===== src/rtl/core/wfa_pkg.sv =====
// Package for the worst-fit allocator: action codes, controller states,
// cell control struct and default sizes. No dependencies.
package wfa_pkg;
  localparam int unsigned MEM_CELLS_DEF   = 128;
  localparam int unsigned MAX_REGIONS_DEF = 64;
  localparam int unsigned REQ_W  = 8;
  localparam int unsigned IDX_W  = 7;
  localparam int unsigned POS_W  = 7;
  localparam int unsigned RIX_W  = 6;
  localparam int unsigned SIZE_W = 8;
  localparam int unsigned RCNT_W = 7;

  typedef enum logic [2:0] {
    ACT_CLEAR     = 3'd0,
    ACT_APPEND    = 3'd1,
    ACT_ALLOC     = 3'd2,
    ACT_RD_CELL   = 3'd3,
    ACT_RD_REGION = 3'd4
  } wfa_act_t;

  typedef enum logic [2:0] {
    ST_IDLE,
    ST_SCAN,
    ST_MARK,
    ST_RDCELL,
    ST_DONE
  } wfa_state_t;

  typedef struct packed {
    logic scan_alloc;
    logic wr_first;
    logic wr_last;
  } wfa_ctl_t;
endpackage


===== src/rtl/core/wfa_ram.sv =====
// Generic single-port-write, single-read RAM with registered read data.
// No dependencies.
module wfa_ram #(
  parameter int unsigned WIDTH = 1,
  parameter int unsigned DEPTH = 128,
  localparam int unsigned AW = (DEPTH > 1) ? $clog2(DEPTH) : 1
) (
  input  logic             clk,
  input  logic             we,
  input  logic [AW-1:0]    waddr,
  input  logic [WIDTH-1:0] wdata,
  input  logic [AW-1:0]    raddr,
  output logic [WIDTH-1:0] rdata
);
  logic [WIDTH-1:0] mem [DEPTH];

  always_ff @(posedge clk) begin
    if (we) begin
      mem[waddr] <= wdata;
    end
    rdata <= mem[raddr];
  end
endmodule


===== src/rtl/core/wfa_cell.sv =====
// One region record of the allocator chain: holds start and end of a region
// and passes the search token on to its neighbor. Depends on wfa_pkg.
module wfa_cell import wfa_pkg::*; #(
  parameter int unsigned IDX = 0,
  parameter int unsigned MEM_CELLS = MEM_CELLS_DEF,
  parameter int unsigned MAX_REGIONS = MAX_REGIONS_DEF,
  localparam int unsigned AW = $clog2(MEM_CELLS),
  localparam int unsigned LW = $clog2(MEM_CELLS + 1),
  localparam int unsigned RW = (MAX_REGIONS > 1) ? $clog2(MAX_REGIONS) : 1,
  localparam int unsigned CW = $clog2(MAX_REGIONS + 1)
) (
  input  logic          clk,
  input  logic          rst_n,
  input  wfa_ctl_t      ctl,
  input  logic [RW-1:0] wr_idx,
  input  logic [LW-1:0] wr_first,
  input  logic [AW-1:0] wr_last,
  input  logic [CW-1:0] used,
  input  logic [RW-1:0] query_idx,
  input  logic          tok_vld_i,
  input  logic          tok_hit_i,
  input  logic [LW-1:0] tok_sz_i,
  input  logic [RW-1:0] tok_idx_i,
  input  logic [LW-1:0] tok_first_i,
  output logic          tok_vld_o,
  output logic          tok_hit_o,
  output logic [LW-1:0] tok_sz_o,
  output logic [RW-1:0] tok_idx_o,
  output logic [LW-1:0] tok_first_o
);
  logic [LW-1:0] first_r;
  logic [AW-1:0] last_r;
  logic [LW-1:0] end_w;
  logic [LW-1:0] my_sz;
  logic          active;
  logic          take;
  logic          sel;

  assign sel    = (wr_idx == RW'(IDX));
  assign end_w  = LW'(last_r) + LW'(1);
  assign my_sz  = (end_w >= first_r) ? (end_w - first_r) : '0;
  assign active = (CW'(IDX) < used);
  assign take   = tok_vld_i && active &&
                  (ctl.scan_alloc ? (!tok_hit_i || (my_sz > tok_sz_i))
                                  : (query_idx == RW'(IDX)));

  always_ff @(posedge clk) begin
    if (ctl.wr_first && sel) begin
      first_r <= wr_first;
    end
    if (ctl.wr_last && sel) begin
      last_r <= wr_last;
    end
  end

  always_ff @(posedge clk) begin
    if (!rst_n) begin
      tok_vld_o <= 1'b0;
    end else begin
      tok_vld_o <= tok_vld_i;
    end
  end

  always_ff @(posedge clk) begin
    tok_hit_o   <= take | tok_hit_i;
    tok_sz_o    <= take ? my_sz : tok_sz_i;
    tok_idx_o   <= take ? RW'(IDX) : tok_idx_i;
    tok_first_o <= take ? first_r : tok_first_i;
  end
endmodule


===== src/rtl/core/worst_fit_allocator.sv =====
// Worst-fit allocator: builds a cell map, keeps free regions in a chain of
// region cells and serves allocate and read requests.
// Depends on wfa_pkg, wfa_cell and wfa_ram.
//
// The input stream carries one action per transfer: in_tuser holds the
// action code, in_tdata the cell bit, request size and index. Every action
// yields exactly one result transfer on the output stream.
// Clear, append and unknown actions go straight to the result. A cell read
// goes through the registered map memory. A region read waits for the
// search token to walk the region chain.
// An allocate also waits for the token and then marks each granted cell,
// since the map memory marks one cell per cycle.
// One action is in work at a time; in_tready is high only while idle.
// A finished result waits in the output register while out_tready is low.
// The next action may be taken meanwhile; its own result is held back until
// the output register has handed its transfer over.
// Reset empties the map and the region list; the cell map and region
// records need no clearing, since only written entries are ever read.
module worst_fit_allocator import wfa_pkg::*; #(
  parameter int unsigned MEM_CELLS   = MEM_CELLS_DEF,
  parameter int unsigned MAX_REGIONS = MAX_REGIONS_DEF
) (
  input  logic        clk,
  input  logic        rst_n,
  input  logic        in_tvalid,
  output logic        in_tready,
  // cell_bit [0], request_size [8:1], index [15:9]
  input  logic [15:0] in_tdata,
  // action [2:0]
  input  logic [2:0]  in_tuser,
  output logic        out_tvalid,
  input  logic        out_tready,
  // ok [0], position [7:1], region_index [13:8], size [21:14],
  // cell_value [22], region_count [29:23]
  output logic [31:0] out_tdata
);
  localparam int unsigned AW = $clog2(MEM_CELLS);
  localparam int unsigned LW = $clog2(MEM_CELLS + 1);
  localparam int unsigned RW = (MAX_REGIONS > 1) ? $clog2(MAX_REGIONS) : 1;
  localparam int unsigned CW = $clog2(MAX_REGIONS + 1);
  localparam int unsigned CMPW = (LW > REQ_W) ? LW : REQ_W;
  localparam int unsigned IXW  = (LW > IDX_W) ? ((LW > CW) ? LW : CW)
                                               : ((IDX_W > CW) ? IDX_W : CW);

  wfa_state_t state_r, state_nxt;

  logic [LW-1:0]    map_len_r, map_len_nxt;
  logic [CW-1:0]    used_r, used_nxt;
  logic             prev_free_r, prev_free_nxt;
  logic             mode_alloc_r, mode_alloc_nxt;
  logic             inject_r, inject_nxt;
  logic [REQ_W-1:0] req_r, req_nxt;
  logic [RW-1:0]    query_r, query_nxt;
  logic [AW-1:0]    mark_addr_r, mark_addr_nxt;
  logic [REQ_W-1:0] mark_left_r, mark_left_nxt;
  logic             ok_r, ok_nxt;
  logic [LW-1:0]    pos_r, pos_nxt;
  logic [RW-1:0]    rix_r, rix_nxt;
  logic [LW-1:0]    sz_r, sz_nxt;
  logic             cval_r, cval_nxt;
  logic             out_vld_r, out_vld_nxt;
  logic [31:0]      out_data_r, out_data_nxt;

  logic             in_bit;
  logic [REQ_W-1:0] in_req;
  logic [IDX_W-1:0] in_idx;
  logic             accept;
  logic             cell_in_range;
  logic             reg_in_range;
  logic             grant;
  logic             out_free;

  wfa_ctl_t         ctl;
  logic [RW-1:0]    wr_idx;
  logic [LW-1:0]    wr_first;
  logic [AW-1:0]    wr_last;

  logic             ram_we;
  logic [AW-1:0]    ram_waddr;
  logic             ram_wdata;
  logic             ram_rdata;

  logic             tok_vld   [MAX_REGIONS+1];
  logic             tok_hit   [MAX_REGIONS+1];
  logic [LW-1:0]    tok_sz    [MAX_REGIONS+1];
  logic [RW-1:0]    tok_idx   [MAX_REGIONS+1];
  logic [LW-1:0]    tok_first [MAX_REGIONS+1];

  assign in_bit  = in_tdata[0];
  assign in_req  = in_tdata[8:1];
  assign in_idx  = in_tdata[15:9];
  assign accept  = in_tvalid && in_tready;
  assign out_free = !out_vld_r || out_tready;

  assign cell_in_range = (IXW'(in_idx) < IXW'(map_len_r));
  assign reg_in_range  = (IXW'(in_idx) < IXW'(used_r));
  assign grant = (CMPW'(tok_sz[MAX_REGIONS]) >= CMPW'(req_r));

  assign tok_vld[0]   = inject_r;
  assign tok_hit[0]   = 1'b0;
  assign tok_sz[0]    = '0;
  assign tok_idx[0]   = '0;
  assign tok_first[0] = '0;

  for (genvar i = 0; i < MAX_REGIONS; i++) begin : g_cell
    wfa_cell #(
      .IDX(i), .MEM_CELLS(MEM_CELLS), .MAX_REGIONS(MAX_REGIONS)
    ) u_cell (
      .clk, .rst_n, .ctl, .wr_idx, .wr_first, .wr_last,
      .used(used_r), .query_idx(query_r),
      .tok_vld_i(tok_vld[i]), .tok_hit_i(tok_hit[i]), .tok_sz_i(tok_sz[i]),
      .tok_idx_i(tok_idx[i]), .tok_first_i(tok_first[i]),
      .tok_vld_o(tok_vld[i+1]), .tok_hit_o(tok_hit[i+1]),
      .tok_sz_o(tok_sz[i+1]), .tok_idx_o(tok_idx[i+1]),
      .tok_first_o(tok_first[i+1])
    );
  end

  wfa_ram #(.WIDTH(1), .DEPTH(MEM_CELLS)) u_map (
    .clk, .we(ram_we), .waddr(ram_waddr), .wdata(ram_wdata),
    .raddr(AW'(in_idx)), .rdata(ram_rdata)
  );

  always_comb begin
    state_nxt = state_r;
    unique case (state_r)
      ST_IDLE: begin
        if (accept) begin
          priority case (in_tuser)
            ACT_ALLOC:     state_nxt = (used_r == '0) ? ST_DONE : ST_SCAN;
            ACT_RD_CELL:   state_nxt = cell_in_range ? ST_RDCELL : ST_DONE;
            ACT_RD_REGION: state_nxt = reg_in_range ? ST_SCAN : ST_DONE;
            default:       state_nxt = ST_DONE;
          endcase
        end
      end
      ST_SCAN: begin
        if (tok_vld[MAX_REGIONS]) begin
          state_nxt = (mode_alloc_r && grant && (req_r != '0)) ? ST_MARK : ST_DONE;
        end
      end
      ST_MARK: begin
        if (mark_left_r == REQ_W'(1)) begin
          state_nxt = ST_DONE;
        end
      end
      ST_RDCELL: state_nxt = ST_DONE;
      ST_DONE: begin
        if (out_free) begin
          state_nxt = ST_IDLE;
        end
      end
      default: state_nxt = ST_IDLE;
    endcase
  end

  always_comb begin
    in_tready     = (state_r == ST_IDLE);
    map_len_nxt   = map_len_r;
    used_nxt      = used_r;
    prev_free_nxt = prev_free_r;
    mode_alloc_nxt = mode_alloc_r;
    inject_nxt    = 1'b0;
    req_nxt       = req_r;
    query_nxt     = query_r;
    mark_addr_nxt = mark_addr_r;
    mark_left_nxt = mark_left_r;
    ok_nxt        = ok_r;
    pos_nxt       = pos_r;
    rix_nxt       = rix_r;
    sz_nxt        = sz_r;
    cval_nxt      = cval_r;
    out_vld_nxt   = out_vld_r && !out_tready;
    out_data_nxt  = out_data_r;
    ctl           = '{scan_alloc: mode_alloc_r, wr_first: 1'b0, wr_last: 1'b0};
    wr_idx        = RW'(used_r);
    wr_first      = map_len_r;
    wr_last       = AW'(map_len_r);
    ram_we        = 1'b0;
    ram_waddr     = AW'(map_len_r);
    ram_wdata     = in_bit;
    unique case (state_r)
      ST_IDLE: begin
        if (accept) begin
          ok_nxt   = 1'b0;
          pos_nxt  = '0;
          rix_nxt  = '0;
          sz_nxt   = '0;
          cval_nxt = 1'b0;
          req_nxt  = in_req;
          query_nxt = RW'(in_idx);
          priority case (in_tuser)
            ACT_CLEAR: begin
              map_len_nxt   = '0;
              used_nxt      = '0;
              prev_free_nxt = 1'b0;
              ok_nxt        = 1'b0 | 1'b1;
            end
            ACT_APPEND: begin
              if (map_len_r < LW'(MEM_CELLS)) begin
                if (!in_bit && prev_free_r && (used_r != '0)) begin
                  ctl.wr_last = 1'b1;
                  wr_idx      = RW'(used_r - CW'(1));
                  ram_we      = 1'b1;
                  map_len_nxt = map_len_r + LW'(1);
                  ok_nxt      = 1'b1;
                end else if (!in_bit) begin
                  if (used_r < CW'(MAX_REGIONS)) begin
                    ctl.wr_first  = 1'b1;
                    ctl.wr_last   = 1'b1;
                    used_nxt      = used_r + CW'(1);
                    prev_free_nxt = 1'b1;
                    ram_we        = 1'b1;
                    map_len_nxt   = map_len_r + LW'(1);
                    ok_nxt        = 1'b1;
                  end
                end else begin
                  prev_free_nxt = 1'b0;
                  ram_we        = 1'b1;
                  map_len_nxt   = map_len_r + LW'(1);
                  ok_nxt        = 1'b1;
                end
              end
            end
            ACT_ALLOC: begin
              mode_alloc_nxt = 1'b1;
              inject_nxt     = (used_r != '0);
            end
            ACT_RD_REGION: begin
              mode_alloc_nxt = 1'b0;
              inject_nxt     = reg_in_range;
            end
            default: begin
            end
          endcase
        end
      end
      ST_SCAN: begin
        if (tok_vld[MAX_REGIONS]) begin
          rix_nxt = tok_idx[MAX_REGIONS];
          sz_nxt  = tok_sz[MAX_REGIONS];
          if (!mode_alloc_r) begin
            ok_nxt = 1'b1;
          end else if (grant) begin
            ok_nxt = 1'b1;
            if (req_r != '0) begin
              pos_nxt       = tok_first[MAX_REGIONS];
              ctl.wr_first  = 1'b1;
              wr_idx        = tok_idx[MAX_REGIONS];
              wr_first      = tok_first[MAX_REGIONS] + LW'(req_r);
              mark_addr_nxt = AW'(tok_first[MAX_REGIONS]);
              mark_left_nxt = req_r;
            end
          end
        end
      end
      ST_MARK: begin
        ram_we        = 1'b1;
        ram_waddr     = mark_addr_r;
        ram_wdata     = 1'b1;
        mark_addr_nxt = mark_addr_r + AW'(1);
        mark_left_nxt = mark_left_r - REQ_W'(1);
      end
      ST_RDCELL: begin
        ok_nxt   = 1'b1;
        cval_nxt = ram_rdata;
      end
      ST_DONE: begin
        if (out_free) begin
          out_vld_nxt  = 1'b1;
          out_data_nxt = {2'b00, RCNT_W'(used_r), cval_r, SIZE_W'(sz_r),
                          RIX_W'(rix_r), POS_W'(pos_r), ok_r};
        end
      end
      default: begin
      end
    endcase
  end

  always_ff @(posedge clk) begin
    if (!rst_n) begin
      state_r     <= ST_IDLE;
      map_len_r   <= '0;
      used_r      <= '0;
      prev_free_r <= 1'b0;
      inject_r    <= 1'b0;
      out_vld_r   <= 1'b0;
    end else begin
      state_r     <= state_nxt;
      map_len_r   <= map_len_nxt;
      used_r      <= used_nxt;
      prev_free_r <= prev_free_nxt;
      inject_r    <= inject_nxt;
      out_vld_r   <= out_vld_nxt;
    end
  end

  always_ff @(posedge clk) begin
    mode_alloc_r <= mode_alloc_nxt;
    req_r        <= req_nxt;
    query_r      <= query_nxt;
    mark_addr_r  <= mark_addr_nxt;
    mark_left_r  <= mark_left_nxt;
    ok_r         <= ok_nxt;
    pos_r        <= pos_nxt;
    rix_r        <= rix_nxt;
    sz_r         <= sz_nxt;
    cval_r       <= cval_nxt;
    out_data_r   <= out_data_nxt;
  end

  assign out_tvalid = out_vld_r;
  assign out_tdata  = out_data_r;
endmodule


===== config.mk =====
export PLATFORM = sky130hd
export DESIGN_NAME = worst_fit_allocator
export DESIGN_NICKNAME = d
export VERILOG_FILES = /design/src/rtl/core/wfa_pkg.sv /design/src/rtl/core/wfa_ram.sv /design/src/rtl/core/wfa_cell.sv /design/src/rtl/core/worst_fit_allocator.sv
export SDC_FILE = /design/constraint.sdc
export NUM_CORES = 2
export LEC_CHECK = 0
export BUFFER_PORTS_ARGS = -buffer_cell sky130_fd_sc_hd__buf_2
export CAP_MARGIN = 20
export CORE_ASPECT_RATIO = 0.6
export CORE_UTILIZATION = 45
export CTS_BUF_LIST = sky130_fd_sc_hd__clkbuf_4 sky130_fd_sc_hd__clkbuf_8 sky130_fd_sc_hd__clkbuf_16
export DETAILED_ROUTE_END_ITERATION = 8
export HOLD_SLACK_MARGIN = 0.08
export MAX_ROUTING_LAYER = met4
export PLACE_DENSITY = 0.65
export SYNTH_ARGS = -nofsm -noshare
export SYNTH_HDL_FRONTEND = slang
export SYNTH_SLANG_ARGS = --single-unit

===== constraint.sdc =====
create_clock -name clk -period 14.45 [get_ports clk]
set_input_delay 0.7225 -clock clk [delete_from_list [all_inputs] [get_ports clk]]
set_output_delay 0.7225 -clock clk [all_outputs]
set_load 0.03 [all_outputs]

==> reports/results.txt <==
Die Y: 415.7 µm
Vias/cell: 5.491
crit path time final: 5.509 ns
first-pass GRT wire length: 543,000 µm
number of global-route vias before repair: 81.76k
Final Cell Area: 142,000 µm²
number of synthesis warnings: 0
Worst EP required: 15.25 ns
Post-DP Area: 133,500 µm²
Setup Viol. Count Final: 0
Yosys top cell area share: 0.2740
max cap viols: 0
Residual DRC: 0
most frequent cells in the layout: dfxtp_1 (1,487), edfxtp_1 (1,171), ha_1 (1,114)
total grt overflow: 0
final cell count without fillers: 16.46k
Synth Flop Type: dfxtp_1
DIE AREA: 287,400 µm²
P_sw: 3.116 mW
Final ANT Viol Nets: 0
Routed Wire Length: 371,400 µm
post-synth cell types: 89
Die Width: 691.5 µm
Static Leak: 56.68 nW
worst flop-to-flop path startpoint: g_cell[16].u_cell.last_r[0]$_DFFE_PP_
setup repair after global routing missed its margin: no
Sw Share: 0.2123
CTS H-Tree Depth: 4
Worst IR Drop VDD: 0.0001204 V
Initial Util: 0.4538
area delta synth->final: 10.61%
Worst-path clk slew: 0.07 ns
largest net degree at the start of global routing: 129
Worst-Margin Slew: 1.251 ns
Routability Congestion: 0.9456
layout net count: 13.68k
Hold Startpoint: out_tready
layout cells sized above 1: 0.09057
Comb pwr share: 0.010
number of buffers created by CTS: 238
final hold violations: 0
Clk Latency, worst-skew pair: 0.92 ns
most common cell after layout, fill and taps aside: dfxtp_1
CTS tree: built
total number of vias: 90.37k
Crit. End Element: flip-flop
row count: 151
initial antenna violation count: 39
relative max-transition margin: 0.1573
initial DRC count: 11.93k
PortBufs: 54
CP arrival: 6.31 ns
core box area: 282,800 µm²
fill cell count: 25.29k
status: finished, final reports clean
Sequential Power Share: 0.533
internal power: 11.56 mW
CP startpoint: g_cell[16].u_cell.last_r[0]$_DFFE_PP_
synthesized area per cell: 10.39 µm²
Power Total: 14.68 mW
power share of the clock group: 0.457
DRT Pass-1 Iters: 8
Post-DP HPWL: 265,200 µm
I/O pin count: 57
hold crit path type: in2reg
CP Max Fanout: 23
CTS max path bufs: 4
kind of start point of the critical path: flip-flop
async set or reset register ratio after synthesis: 0
Clock Tree Root: clkbuf_16
sequential share of the synthesized area: 0.5070
cell taking the most area after synthesis: edfxtp_1
GRT Util Overall: 0.2588
final max-slew violation count: 0
worst setup path class: reg2reg
final period utilization: 0.3812
Yosys reg bits: 2,665
power density over cell area: 103.4 nW/µm²
top achievable clock speed: 181.5 MHz
Synth Cell Area: 128,300 µm²
cell count after synthesis: 12.36k
DR WL/cell: 22.57 µm
hold_ws: 0.1648 ns
Synth area leaders: edfxtp_1 (27%), dfxtp_1 (23%), ha_1 (11%)
Sink Count: 2,665
placed cells: 15.96k
setup_tns: 0 ns
skew final: 0.06500 ns
EDFF count, synth: 1,171
final cells by class:
type	count	area, µm²	area share
Sequential cell	2665	65100	0.4586
Multi-Input combinational cell	8287	58290	0.4106
Clock buffer	307	6857	0.04830
Tap cell	3748	4690	0.03303
Inverter	1062	3986	0.02808
Timing Repair Buffer	221	1634	0.01151
Clock inverter	133	1319	0.009290
Antenna cell	34	85.08	0.0005993
kinds of logic (layout without fill, tap and decap cells):
group,after synthesis,in the layout,synth area share
fa+ha+maj,1179,1179,0.1187
compound gates,2123,2123,0.1026
other cells,1,36,0.00002922
flops,2665,2665,0.5070
buf+inv,1404,1723,0.04140
mux,354,354,0.03422
xor+xnor,722,722,0.04927
simple gates,3907,3907,0.1467
worst max-delay path, stage by stage, from the launching register on:
cell      delay (ns)
edfxtp_1        0.44
ha_1            0.27
xor2_1          0.17
ha_1            0.33
nor2b_1         0.16
o21a_1          0.18
o21a_1          0.19
o31a_1          0.26
o22ai_1         0.56
nor3_1          0.16
ha_1            0.33
nand3_1         0.10
o221ai_1        0.22
a221oi_1        0.11
o21ai_0         0.21
nand4_1         0.80
inv_2           0.51
mux2_2          0.39
sequential cells by signal, indices dropped and copies added (netlist names), 3 cells and up:
register,count
state_r,3
out_tdata,30
req_r,8
g_cell.u_cell.tok_idx_o,321
used_r,7
g_cell.u_cell.first_r,512
g_cell.u_cell.tok_sz_o,512
pos_r,7
g_cell.u_cell.tok_first_o,512
g_cell.u_cell.tok_vld_o,64
rix_r,6
mark_left_r,8
map_len_r,8
g_cell.u_cell.tok_hit_o,63
g_cell.u_cell.last_r,448
query_r,6
mark_addr_r,7
sz_r,8
u_map.mem,128
power groups by stage:
stage | sequential (mW) | clock (mW) | combinational [mW]
6_report | 7.83 | 6.70 | 0.144
5_1_grt | 7.83 | 7.07 | 0.151
4_1_cts | 7.83 | 6.76 | 0.140
3_5_place_dp | 8.00 | 0 | 0.137
3_3_place_gp | 8.00 | 0 | 0.137
2_1_floorplan | 8.01 | 0 | 0.0715
stage by stage:
stage                       util  worst slack [ns]
after floorplan                -             9.441
after global placement    0.4716             8.717
after detailed placement  0.4719             8.798
after CTS                 0.5011             8.772
after global routing      0.5018             8.547
final                     0.5019             8.941
final timing paths:
kind	to	slack, ns	depth (start not counted)
min	out_tvalid$_SDFF_PN0_	0.16	4
min reg2reg	g_cell[38].u_cell.tok_idx_o[1]$_SDFF_PP1_	0.36	1
max	g_cell[16].u_cell.tok_sz_o[4]$_DFF_P_	8.94	17
max reg2reg	g_cell[16].u_cell.tok_sz_o[4]$_DFF_P_	8.94	17
repair_timing:
action                                 in CTS  in global routing
resized for setup                           0                  0
setup buffers                               0                  0
endpoints found under the hold margin      10                  0
hold buffers                                9                  0
layer usage:
metal	track usage	routed length (µm)	part of all wire	up-vias
met1	0.4234	188200	0.51	42700
met3	0.06248	43330	0.12	470
met4	0.04667	7169	0.019	0
met5	-	0	0	-
li1	-	-	-	43260
met2	0.3119	132700	0.36	3942
Yosys cell counts, types with 21 or more instances:
cell and count:
ha_1 1114, and2_0 32, nor2_1 1023, mux2i_1 21, a21oi_1 457, o21a_1 43
nand2_1 1034, and3_1 127, clkbuf_1 309, edfxtp_1 1171, nor3_1 179, nand3_1 355
and4_1 41, dfxtp_1 1494, a31oi_1 62, nand4_1 117, fa_1 65, nand2b_1 405
xnor2_1 337, o21ai_0 736, xor2_1 385, mux2_2 294, o31ai_1 363, and2_1 225
nor2b_1 218, mux4_2 38, o41ai_1 65, a21o_1 196, inv_1 1056, or2_2 87
o211ai_1 37
Note: power is estimated with default switching activity, not from simulation.
